<file path="src/rtl/ofdmpg_pkg.sv">
// Package with the phase encoding, register indexes and configuration type of the prefix gate.
`timescale 1ns / 1ps

package ofdmpg_pkg;

	localparam int FFT_W    = 13;
	localparam int PREFIX_W = 11;
	localparam int DELAY_W  = 20;
	localparam int SYM_W    = 10;
	localparam int SPAN_W   = 14;
	localparam int CFG_DATA_W = 20;
	localparam int CFG_ADDR_W = 2;

	localparam logic [CFG_ADDR_W-1:0] REG_FFT_SIZE          = 2'd0;
	localparam logic [CFG_ADDR_W-1:0] REG_PREFIX_LEN        = 2'd1;
	localparam logic [CFG_ADDR_W-1:0] REG_START_DELAY       = 2'd2;
	localparam logic [CFG_ADDR_W-1:0] REG_SYMBOLS_PER_FRAME = 2'd3;

	localparam logic [FFT_W-1:0]    FFT_SIZE_RST    = 13'd64;
	localparam logic [PREFIX_W-1:0] PREFIX_LEN_RST  = 11'd16;
	localparam logic [DELAY_W-1:0]  START_DELAY_RST = 20'd0;
	localparam logic [SYM_W-1:0]    SYMBOLS_RST     = 10'd1;

	typedef enum logic [6:0] {
		PH_WAIT         = 7'b0000001,
		PH_SHORT_PREFIX = 7'b0000010,
		PH_SHORT_BODY   = 7'b0000100,
		PH_LONG_PREFIX  = 7'b0001000,
		PH_LONG_BODY    = 7'b0010000,
		PH_DATA_PREFIX  = 7'b0100000,
		PH_PASS         = 7'b1000000
	} phase_t;

	typedef struct packed {
		logic [FFT_W-1:0]    fft_size;
		logic [PREFIX_W-1:0] prefix_len;
		logic [DELAY_W-1:0]  start_delay;
		logic [SYM_W-1:0]    symbols_per_frame;
	} cfg_t;

endpackage

</file>
<file path="src/rtl/ofdm_frame_prefix_gate.sv">
// Top level of the OFDM frame prefix gate: stream ports, configuration registers, item pipeline.
`timescale 1ns / 1ps

// Channel    Direction  Signals                                   Content
// s_axis     in         s_axis_tvalid/tready/tdata                one complex sample
// m_axis     out        m_axis_tvalid/tready/tdata                one passed symbol sample
// cfg        in         cfg_we, cfg_index, cfg_wdata              register writes
//
// The gate takes one item per clock cycle when the output side keeps up.
// An accepted item waits in the input register, where the sequencer decides
// whether it passes; a passed item shows on m_axis in the cycle after it moves on.
// Reset clears the valid flags and the sequencer and loads the register defaults.
// A stalled m_axis holds its item; s_axis_tready drops only while an item that
// must pass waits behind that stalled output.

module ofdm_frame_prefix_gate #(
	parameter int SAMPLE_WIDTH = 16,
	parameter int COUNT_WIDTH  = 21
) (
	input  logic                                clk,
	input  logic                                arst_n,
	input  logic                                s_axis_tvalid,
	output logic                                s_axis_tready,
	// Fields from bit 0 up: in_re, in_im, zero fill to whole bytes.
	input  logic [((2*SAMPLE_WIDTH+7)/8)*8-1:0] s_axis_tdata,
	output logic                                m_axis_tvalid,
	input  logic                                m_axis_tready,
	// Fields from bit 0 up: out_re, out_im, zero fill to whole bytes.
	output logic [((2*SAMPLE_WIDTH+7)/8)*8-1:0] m_axis_tdata,
	input  logic                                cfg_we,
	input  logic [ofdmpg_pkg::CFG_ADDR_W-1:0]   cfg_index,
	input  logic [ofdmpg_pkg::CFG_DATA_W-1:0]   cfg_wdata
);

	localparam int PAIR_W = 2 * SAMPLE_WIDTH;
	localparam int DATA_W = ((PAIR_W + 7) / 8) * 8;

	ofdmpg_pkg::cfg_t     cfg_q;
	logic                 valid_s1;
	logic [PAIR_W-1:0]    data_s1;
	logic                 out_valid_q;
	logic [PAIR_W-1:0]    out_data_q;
	logic                 emit, out_free, advance;

	// Configuration registers; the user writes only while the gate is idle, not enforced here.
	always_ff @(posedge clk or negedge arst_n) begin
		if (!arst_n) begin
			cfg_q.fft_size          <= ofdmpg_pkg::FFT_SIZE_RST;
			cfg_q.prefix_len        <= ofdmpg_pkg::PREFIX_LEN_RST;
			cfg_q.start_delay       <= ofdmpg_pkg::START_DELAY_RST;
			cfg_q.symbols_per_frame <= ofdmpg_pkg::SYMBOLS_RST;
		end else if (cfg_we) begin
			case (cfg_index)
				ofdmpg_pkg::REG_FFT_SIZE:
					cfg_q.fft_size <= cfg_wdata[ofdmpg_pkg::FFT_W-1:0];
				ofdmpg_pkg::REG_PREFIX_LEN:
					cfg_q.prefix_len <= cfg_wdata[ofdmpg_pkg::PREFIX_W-1:0];
				ofdmpg_pkg::REG_START_DELAY:
					cfg_q.start_delay <= cfg_wdata[ofdmpg_pkg::DELAY_W-1:0];
				ofdmpg_pkg::REG_SYMBOLS_PER_FRAME:
					cfg_q.symbols_per_frame <= cfg_wdata[ofdmpg_pkg::SYM_W-1:0];
				default: ;
			endcase
		end
	end

	// The item in the input register moves on when it is dropped, or when it
	// passes and the output register is free or is being emptied this cycle.
	assign out_free      = !out_valid_q || m_axis_tready;
	assign advance       = valid_s1 && (!emit || out_free);
	assign s_axis_tready = !valid_s1 || advance;

	always_ff @(posedge clk or negedge arst_n) begin
		if (!arst_n) begin
			valid_s1 <= 1'b0;
		end else if (s_axis_tready) begin
			valid_s1 <= s_axis_tvalid;
		end
	end

	always_ff @(posedge clk) begin
		if (s_axis_tready && s_axis_tvalid) begin
			data_s1 <= s_axis_tdata[PAIR_W-1:0];
		end
	end

	ofdmpg_seq #(
		.COUNT_WIDTH (COUNT_WIDTH)
	) u_seq (
		.clk    (clk),
		.arst_n (arst_n),
		.cfg    (cfg_q),
		.step   (advance),
		.emit   (emit)
	);

	// Output register: loaded with the sample of a passing item.
	always_ff @(posedge clk or negedge arst_n) begin
		if (!arst_n) begin
			out_valid_q <= 1'b0;
		end else if (out_free) begin
			out_valid_q <= advance && emit;
		end
	end

	always_ff @(posedge clk) begin
		if (advance && emit) begin
			out_data_q <= data_s1;
		end
	end

	assign m_axis_tvalid = out_valid_q;
	assign m_axis_tdata  = DATA_W'(out_data_q);

endmodule

</file>
<file path="src/rtl/ofdmpg_seq.sv">
// Frame sequencer of the prefix gate: phase, sample counter and symbol counter.
`timescale 1ns / 1ps

module ofdmpg_seq #(
	parameter int COUNT_WIDTH = 21
) (
	input  logic              clk,
	input  logic              arst_n,
	input  ofdmpg_pkg::cfg_t  cfg,
	input  logic              step,
	output logic              emit
);

	localparam int CMP_W = (COUNT_WIDTH > ofdmpg_pkg::DELAY_W) ?
		COUNT_WIDTH : ofdmpg_pkg::DELAY_W;

	ofdmpg_pkg::phase_t               phase_q, phase_d;
	logic [COUNT_WIDTH-1:0]           cnt_q, cnt_d, cnt_inc;
	logic [ofdmpg_pkg::SYM_W-1:0]     sym_q, sym_d, sym_inc;
	logic [ofdmpg_pkg::SPAN_W-1:0]    span;
	logic [CMP_W-1:0]                 cnt_x;
	logic                             body_done, prefix_hit, delay_done;

	assign cnt_inc    = cnt_q + COUNT_WIDTH'(1);
	assign sym_inc    = sym_q + ofdmpg_pkg::SYM_W'(1);
	assign span       = ofdmpg_pkg::SPAN_W'(cfg.fft_size) + ofdmpg_pkg::SPAN_W'(cfg.prefix_len);
	assign cnt_x      = CMP_W'(cnt_inc);
	assign body_done  = cnt_x >= CMP_W'(span);
	assign prefix_hit = cnt_x == CMP_W'(cfg.prefix_len);
	assign delay_done = cnt_x > CMP_W'(cfg.start_delay);
	assign emit       = (phase_q == ofdmpg_pkg::PH_PASS);

	always_comb begin
		phase_d = phase_q;
		cnt_d   = cnt_inc;
		sym_d   = sym_q;
		case (phase_q)
			ofdmpg_pkg::PH_WAIT: begin
				if (delay_done) begin
					cnt_d   = COUNT_WIDTH'(1);
					phase_d = ofdmpg_pkg::PH_SHORT_PREFIX;
				end
			end
			ofdmpg_pkg::PH_SHORT_PREFIX: begin
				if (prefix_hit) phase_d = ofdmpg_pkg::PH_SHORT_BODY;
			end
			ofdmpg_pkg::PH_LONG_PREFIX: begin
				if (prefix_hit) phase_d = ofdmpg_pkg::PH_LONG_BODY;
			end
			ofdmpg_pkg::PH_DATA_PREFIX: begin
				if (prefix_hit) phase_d = ofdmpg_pkg::PH_PASS;
			end
			ofdmpg_pkg::PH_SHORT_BODY: begin
				if (body_done) begin
					phase_d = ofdmpg_pkg::PH_LONG_PREFIX;
					cnt_d   = '0;
				end
			end
			ofdmpg_pkg::PH_LONG_BODY: begin
				if (body_done) begin
					phase_d = ofdmpg_pkg::PH_DATA_PREFIX;
					cnt_d   = '0;
				end
			end
			ofdmpg_pkg::PH_PASS: begin
				if (body_done) begin
					cnt_d = '0;
					if (sym_inc == cfg.symbols_per_frame) begin
						sym_d   = '0;
						phase_d = ofdmpg_pkg::PH_SHORT_PREFIX;
					end else begin
						sym_d   = sym_inc;
						phase_d = ofdmpg_pkg::PH_DATA_PREFIX;
					end
				end
			end
			default: begin
				phase_d = ofdmpg_pkg::PH_WAIT;
			end
		endcase
	end

	always_ff @(posedge clk or negedge arst_n) begin
		if (!arst_n) begin
			phase_q <= ofdmpg_pkg::PH_WAIT;
			cnt_q   <= '0;
			sym_q   <= '0;
		end else if (step) begin
			phase_q <= phase_d;
			cnt_q   <= cnt_d;
			sym_q   <= sym_d;
		end
	end

endmodule

</file>
<file path="config.mk">
export PLATFORM = sky130hd
export DESIGN_NAME = ofdm_frame_prefix_gate
export DESIGN_NICKNAME = d
export VERILOG_FILES = /design/src/rtl/ofdmpg_pkg.sv /design/src/rtl/ofdm_frame_prefix_gate.sv /design/src/rtl/ofdmpg_seq.sv
export SDC_FILE = /design/constraint.sdc
export NUM_CORES = 1
export LEC_CHECK = 0
export ABC_AREA = 1
export ABC_CLOCK_PERIOD_IN_PS = 5500
export BUFFER_PORTS_ARGS = -buffer_cell sky130_fd_sc_hd__buf_4
export CAP_MARGIN = 20
export CORE_MARGIN = 3
export CORE_UTILIZATION = 45
export CTS_CLUSTER_SIZE = 8
export DETAILED_ROUTE_END_ITERATION = 8
export MAX_ROUTING_LAYER = met4
export PLACE_DENSITY = 0.65
export SYNTH_ARGS = -nofsm -noshare
export SYNTH_HDL_FRONTEND = slang
export SYNTH_HIERARCHICAL = 1
export SYNTH_SLANG_ARGS = --single-unit
</file>
<file path="constraint.sdc">
create_clock -name clk -period 5.5 [get_ports clk]
set_clock_uncertainty 0.15 [all_clocks]
set_input_delay 1.1 -clock clk [delete_from_list [all_inputs] [get_ports clk]]
set_output_delay 1.1 -clock clk [all_outputs]
set_load 0.01 [all_outputs]
</file>
---- After elaboration in Yosys (flattened, before gate mapping) ----
Index checks and enable logic that the tools add are counted.
storage, ports and cells
  register bits after elaboration ......... 158
  latch bits .............................. 0
  bits in writable memories ............... 0
  memory bits (read-only) ................. 0
  bits of input ports ..................... 59
  output and inout port bits .............. 34
  word-level logic and storage cells ...... 65
  memories ................................ 0
operators by class
  $add $sub $neg .......................... 3
  multipliers ............................. 0
  div/mod/pow operators ................... 0
  $lt $le $gt $ge ......................... 2
  equality and inequality tests ........... 19
  shift operators ......................... 0
  muxes and demuxes ....................... 13
  bitwise gates (word level) .............. 0
  reduce and logical (&&, ||, !) cells .... 17
operators with widths
  cell                                                   count
  2-to-1 mux 7 bit                                       7
  case mux 7 bit (7 select lines)                        1
  2-to-1 mux 21 bit                                      2
  case mux 21 bit (2 select lines)                       1
  adder 21 x 1 -> 21 bit, second input constant          1
  equality test 21 x 11 -> 1 bit                         1
  greater-or-equal comparator 21 x 14 -> 1 bit           1
  greater-than comparator 21 x 20 -> 1 bit               1
  adder 13 x 11 -> 14 bit                                1
  inequality test 2 x 1 -> 1 bit, second input constant  7
  adder 10 x 1 -> 10 bit, second input constant          1
  equality test 10 bit                                   1
  2-to-1 mux 10 bit                                      1
  AND reduction 2 bit                                    4
  AND reduction 8 bit                                    1
  equality test 7 x 1 -> 1 bit, second input constant    1
  equality test 7 x 2 -> 1 bit, second input constant    1
  equality test 7 x 3 -> 1 bit, second input constant    1
  equality test 7 x 4 -> 1 bit, second input constant    1
  equality test 7 x 5 -> 1 bit, second input constant    1
  equality test 7 x 6 -> 1 bit, second input constant    1
  equality test 7 bit, second input constant             1
  2-to-1 mux 6 bit                                       1
  equality test 2 bit, second input constant             2
  7 further kinds                                        13

---- Longest topological paths before layout ----
  depth after elaboration ................. 6
  gate-level depth with buffers ........... 24

---- By module ----
Netlist, hierarchy kept.
modules (own cells, without submodules)
  module                  times used  cells each  area an instance (um^2)  seq. area each (um^2)
  ofdmpg_seq              1           704         4500.6                   952.2
  ofdm_frame_prefix_gate  1           323         4275.4                   3326.9

---- Least setup slack after synthesis ----
No wires, ideal clock.
  path type ............................... register -> register
  start ................................... register cfg_q[30] (netlist name)
  end ..................................... register u_seq.cnt_q[19]
  library setup time ...................... 0.117 ns
  arrival time ............................ 3.149 ns
  required time ........................... 5.233 ns
  path slack .............................. 2.084 ns
  stages on the path, launching flop included .. 24
  buffers on the path ..................... 1
  clock period less this slack ............ 3.416 ns
  cells stage by stage .................... dfrtp_1 > ha_1 > inv_1 > fa_1 > o21ai_0 > a31oi_1 > o21bai_1 > a21oi_1 > xor2_1 > ha_1 > nand2_1 > nor2_1 > nand2_1 > nor3_1 > nor2_1 > nand2_1 > nor2_2 > nand4_1 > nand2_2 > inv_4 > nand2_8 > buf_12 > nand3_2 > nand2_1
on the way
  cells in the longest elaborated chain, start to end .. 4
RTL lines
  item                                          RTL line                                              RTL
  start: declaration                            ofdm_frame_prefix_gate.sv:38                          ofdmpg_pkg::cfg_t cfg_q;
  adder 13 x 11 -> 14 bit                       ofdmpg_seq.sv:26                                      assign span = ofdmpg_pkg::SPAN_W'(cfg.fft_size) + ofdmpg_pkg::SPAN_W'(cfg.prefix_len);
  greater-or-equal comparator 21 x 14 -> 1 bit  ofdmpg_seq.sv:28                                      assign body_done = cnt_x >= CMP_W'(span);
  2-to-1 mux 21 bit                             ofdmpg_seq.sv:54, ofdmpg_seq.sv:60, ofdmpg_seq.sv:66
  case mux 21 bit (2 select lines)              ofdmpg_seq.sv:37                                      case (phase_q)
  end signal: assignment                        ofdmpg_seq.sv:90                                      cnt_q <= cnt_d;
  end: declaration                              ofdmpg_seq.sv:18                                      logic [COUNT_WIDTH-1:0] cnt_q, cnt_d, cnt_inc;
No other way between the ends.
A chain may end at the register's enable or synchronous reset.

---- Worst setup path in the final report ----
  start ................................... register cfg_q[30] (netlist name)
  end ..................................... register u_seq/sym_q[2] (netlist name)
on the way
  cells in the longest elaborated chain, start to end .. 3
RTL lines
  item                                          RTL line          RTL
  adder 13 x 11 -> 14 bit                       ofdmpg_seq.sv:26
  greater-or-equal comparator 21 x 14 -> 1 bit  ofdmpg_seq.sv:28
  AND reduction 3 bit (no source line)          --
  end signal: assignment                        ofdmpg_seq.sv:91  sym_q <= sym_d;
  end: declaration                              ofdmpg_seq.sv:19  logic [ofdmpg_pkg::SYM_W-1:0] sym_q, sym_d, sym_inc;
No other way between the ends.

==> flow_summary.ini <==
[timing]
timing.hold.ws_ns = 0.266
relSlewSlack_pct = 34.8
setup_viol = 0
tns_ns = 0
rsz0062_at_grt = no
tightestPinTransition_ns = 0.976
period_share_pct = 72.5
min_period_ns = 3.99
max_freq_mhz = 251
drv_slew = 0
hold_violations = 0
setup_slack_ns = 1.51

[final_layout]
antenna_cells = 0
filler_cell_count = 1776
area_growth_pct = 17.0
design_area_um2 = 10300
layout-drive-gt1-share_pct = 15.5
final_nets = 1220

[global_route]
grt_max_degree = 59
grt_pass1_vias = 6802
grt-ovfl-total = 0
grt_pass1_wl_mm = 34.5
antenna_found_initial = 0
grtUsageTotal_pct = 20.6

[detailed_routing]
drcViolationCount = 0
drtAntennaViolNets = 0
drt_wl_total_mm = 20.8
dr.first_iter.drc_count = 495
detailedRoute.firstPassIterationCount = 5
via_per_inst = 5.19
via_count = 7197
wl_per_cell_um = 15.0

[pwr]
ir_worst_vdd_mv = 0.260
finalPower_w = 0.00355
p_leak_nw = 5.03
p_per_area_nw_per_um2 = 346

[clocking]
clock_latency_ns = 0.43
h-tree-depth = 4
clk_pin_slew_ns = 0.07
clockRootBuffer = clkbuf_16
tritoncts = yes
cts_buffer_depth = 2
cts_buffers = 17
cts_resized = 0
postCtsSetupRepairBufs = 0
numClockSinks = 158
postCtsHoldBufs = 0

[floorplanning]
die_w_um = 146
io_pins = 93
core_area_um2 = 19000
rows = 50
die-area_um2 = 21200
start_util_pct = 46.3
die_h_um = 146

[logic_synthesis]
post_synth.cell_area_avg_um2 = 8.55
synth_flop_cell = dfrtp_1
ys_types = 43
synthTopCellsByArea = dfrtp_1 (26%), edfxtp_1 (22%), nand2_1 (15%)
ys_seq_area_share_pct = 48.8
synth_area_leader_cell = dfrtp_1
synth_area_um2 = 8780
synth_edf_count = 64
ys_seq_elements = 158
netlist.area_leader.share_pct = 25.7
syn_nets = 1134
yosys_warnings = 6
syn_inst = 1027
async_flop_share_pct = 59.5

[place]
dpl_cell_area_um2 = 9670
hpwl_mm = 15.1
gp_congestion = 0.879
portBuffers = 92
pre_cts_ws_ns = 1.58

[setup_path]
cpMostUsedCell = nand2_1
max_stage_delay_ns = 0.42
reg2reg_depth = 21
start_kind = flip-flop
crit_chain = ha_1, inv_1, fa_1, o21ai_0, a31oi_1, o21bai_1, a21oi_1, xor2_1, ha_1, nand2_1, nor2_1, nand2_1, nor3_1, nor2_1, nand2_1, nor2_2, nand3_1, nand2_1, nor2_2, nand3_1, o21ai_0
r2r-end = u_seq/sym_q[2]
reg2reg_from = cfg_q[30]
cp.arrival_ns = 4.18
worstSetupPathType = flip-flop to flip-flop
path_max_fanout = 10
cp.required_ns = 5.69
r2r_slack_ns = 1.51
slowest_stage = fa_1
cp-end-kind = flip-flop

[worst_hold_path]
hp-start = data_s1[5]
min_to = m_axis_tdata[5]
min_path_cells = 0
hp-class = flip-flop to flip-flop

[status]
status = complete, no violations

[flow_run]
drv_cap = 0
-- worst max path at each step --
stage / from / to / slack [ns] / cells past startpoint
after global routing: cfg_q[30] / u_seq/sym_q[6] / 1.19 / 21
after CTS: cfg_q[30] / u_seq/sym_q[2] / 1.57 / 21
after global placement: cfg_q[30] / u_seq/sym_q[2] / 1.75 / 21
final: cfg_q[30] / u_seq/sym_q[2] / 1.51 / 21
after floorplan: cfg_q[30] / u_seq/cnt_q[19] / 2.08 / 23
after detailed placement: cfg_q[30] / u_seq/sym_q[6] / 1.58 / 21
-- registers in the layout (all words and copies together) (netlist names) --
register,flops
data_s1,32
cfg_q,54
m_axis_tvalid,1
u_seq/sym_q,10
u_seq/cnt_q,21
u_seq/phase_q,7
valid_s1,1
m_axis_tdata,32
-- cell usage after synthesis, types with 2 or more instances --
library cell,instances
nand4_1,63
o21bai_1,5
a21oi_1,26
buf_2,18
nand3b_1,8
or2_2,2
dfrtp_1,90
edfxtp_1,64
nor2_4,5
xor2_1,11
o21ai_1,2
nand2_4,3
nor2_1,63
nand2_2,9
inv_2,2
nand2_1,346
o2111ai_1,2
buf_4,3
ha_1,47
xnor2_1,9
inv_1,99
nor4_1,4
dfstp_2,4
nor3_1,8
nor2_2,5
nand3_1,71
nand3_2,12
clkbuf_1,4
o21ai_0,28
-- power breakdown --
| part | total [W] | internal, W | leakage, nW | switching (W) |
|---|---|---|---|---|
| logic | 0.000915 | 0.000324 | 2.97 | 0.000591 |
| registers | 0.00145 | 0.00135 | 1.77 | 0.0000999 |
| clock network | 0.00119 | 0.000618 | 0.292 | 0.000568 |
-- critical path: cells and delay by family (launching register included) --
kind | cells | cell delay, ns
AND/OR/NAND/NOR | 11 | 1.29
buffers and inverters | 1 | 0.07
flip-flops | 1 | 0.39
adder cells (fa/ha/maj) | 3 | 0.88
AO/OA/AOI/OAI | 5 | 0.98
XOR/XNOR | 1 | 0.15
-- layer usage --
metal	global-route usage, %	part of all wire [%]
met1	27.7	47
met2	32.8	48
met3	3.24	4.3
met4	5.37	1.4
met5	-	0
-- cells by family after synthesis --
family | share of synthesized area, %
simple gates | 31.8
flops | 48.8
buf+inv | 6.29
compound gates | 3.98
fa+ha+maj | 6.93
xor+xnor | 2.25
-- per-stage QoR --
| step | instances | util (%) |
|---|---|---|
| 3_5_place_dp | 1354 | 51.0 |
| 2_1_floorplan | 1027 | - |
| 6_report | 1386 | 54.2 |
| 4_1_cts | 1386 | 54.2 |
| 3_3_place_gp | 1354 | 51.0 |
| 5_1_grt | 1386 | 54.2 |
-- cell type report --
type	count	area, um^2	share of cell area (%)
sequential	158	4280	41.7
multi-input combinational	738	3960	38.6
timing repair buffer	95	713	6.95
clock buffer	17	425	4.14
inverter	103	389	3.79
tap	260	325	3.17
clock inverter	15	178	1.73
-- placed cells by master, fill, tap and decap left out, drive strengths merged --
| cell | instances |
|---|---|
| o21bai | 5 |
| nand3b | 8 |
| xnor3 | 1 |
| o21a | 1 |
| fa | 1 |
| dfrtp | 90 |
| clkinvlp | 1 |
| nor3 | 8 |
| nor4 | 4 |
| o21ai | 30 |
| nand2 | 359 |
| ha | 47 |
| a31oi | 1 |
| inv | 110 |
| xnor2 | 9 |
| a21oi | 26 |
| buf | 95 |
| xor2 | 11 |
| edfxtp | 64 |
| dfstp | 4 |
| or3 | 1 |
| or2 | 3 |
| nand4 | 63 |
| clkbuf | 17 |
| o2111ai | 2 |
| nand3 | 84 |
| nor2 | 74 |
| clkinv | 7 |
Power figures use the tool's default switching activity.
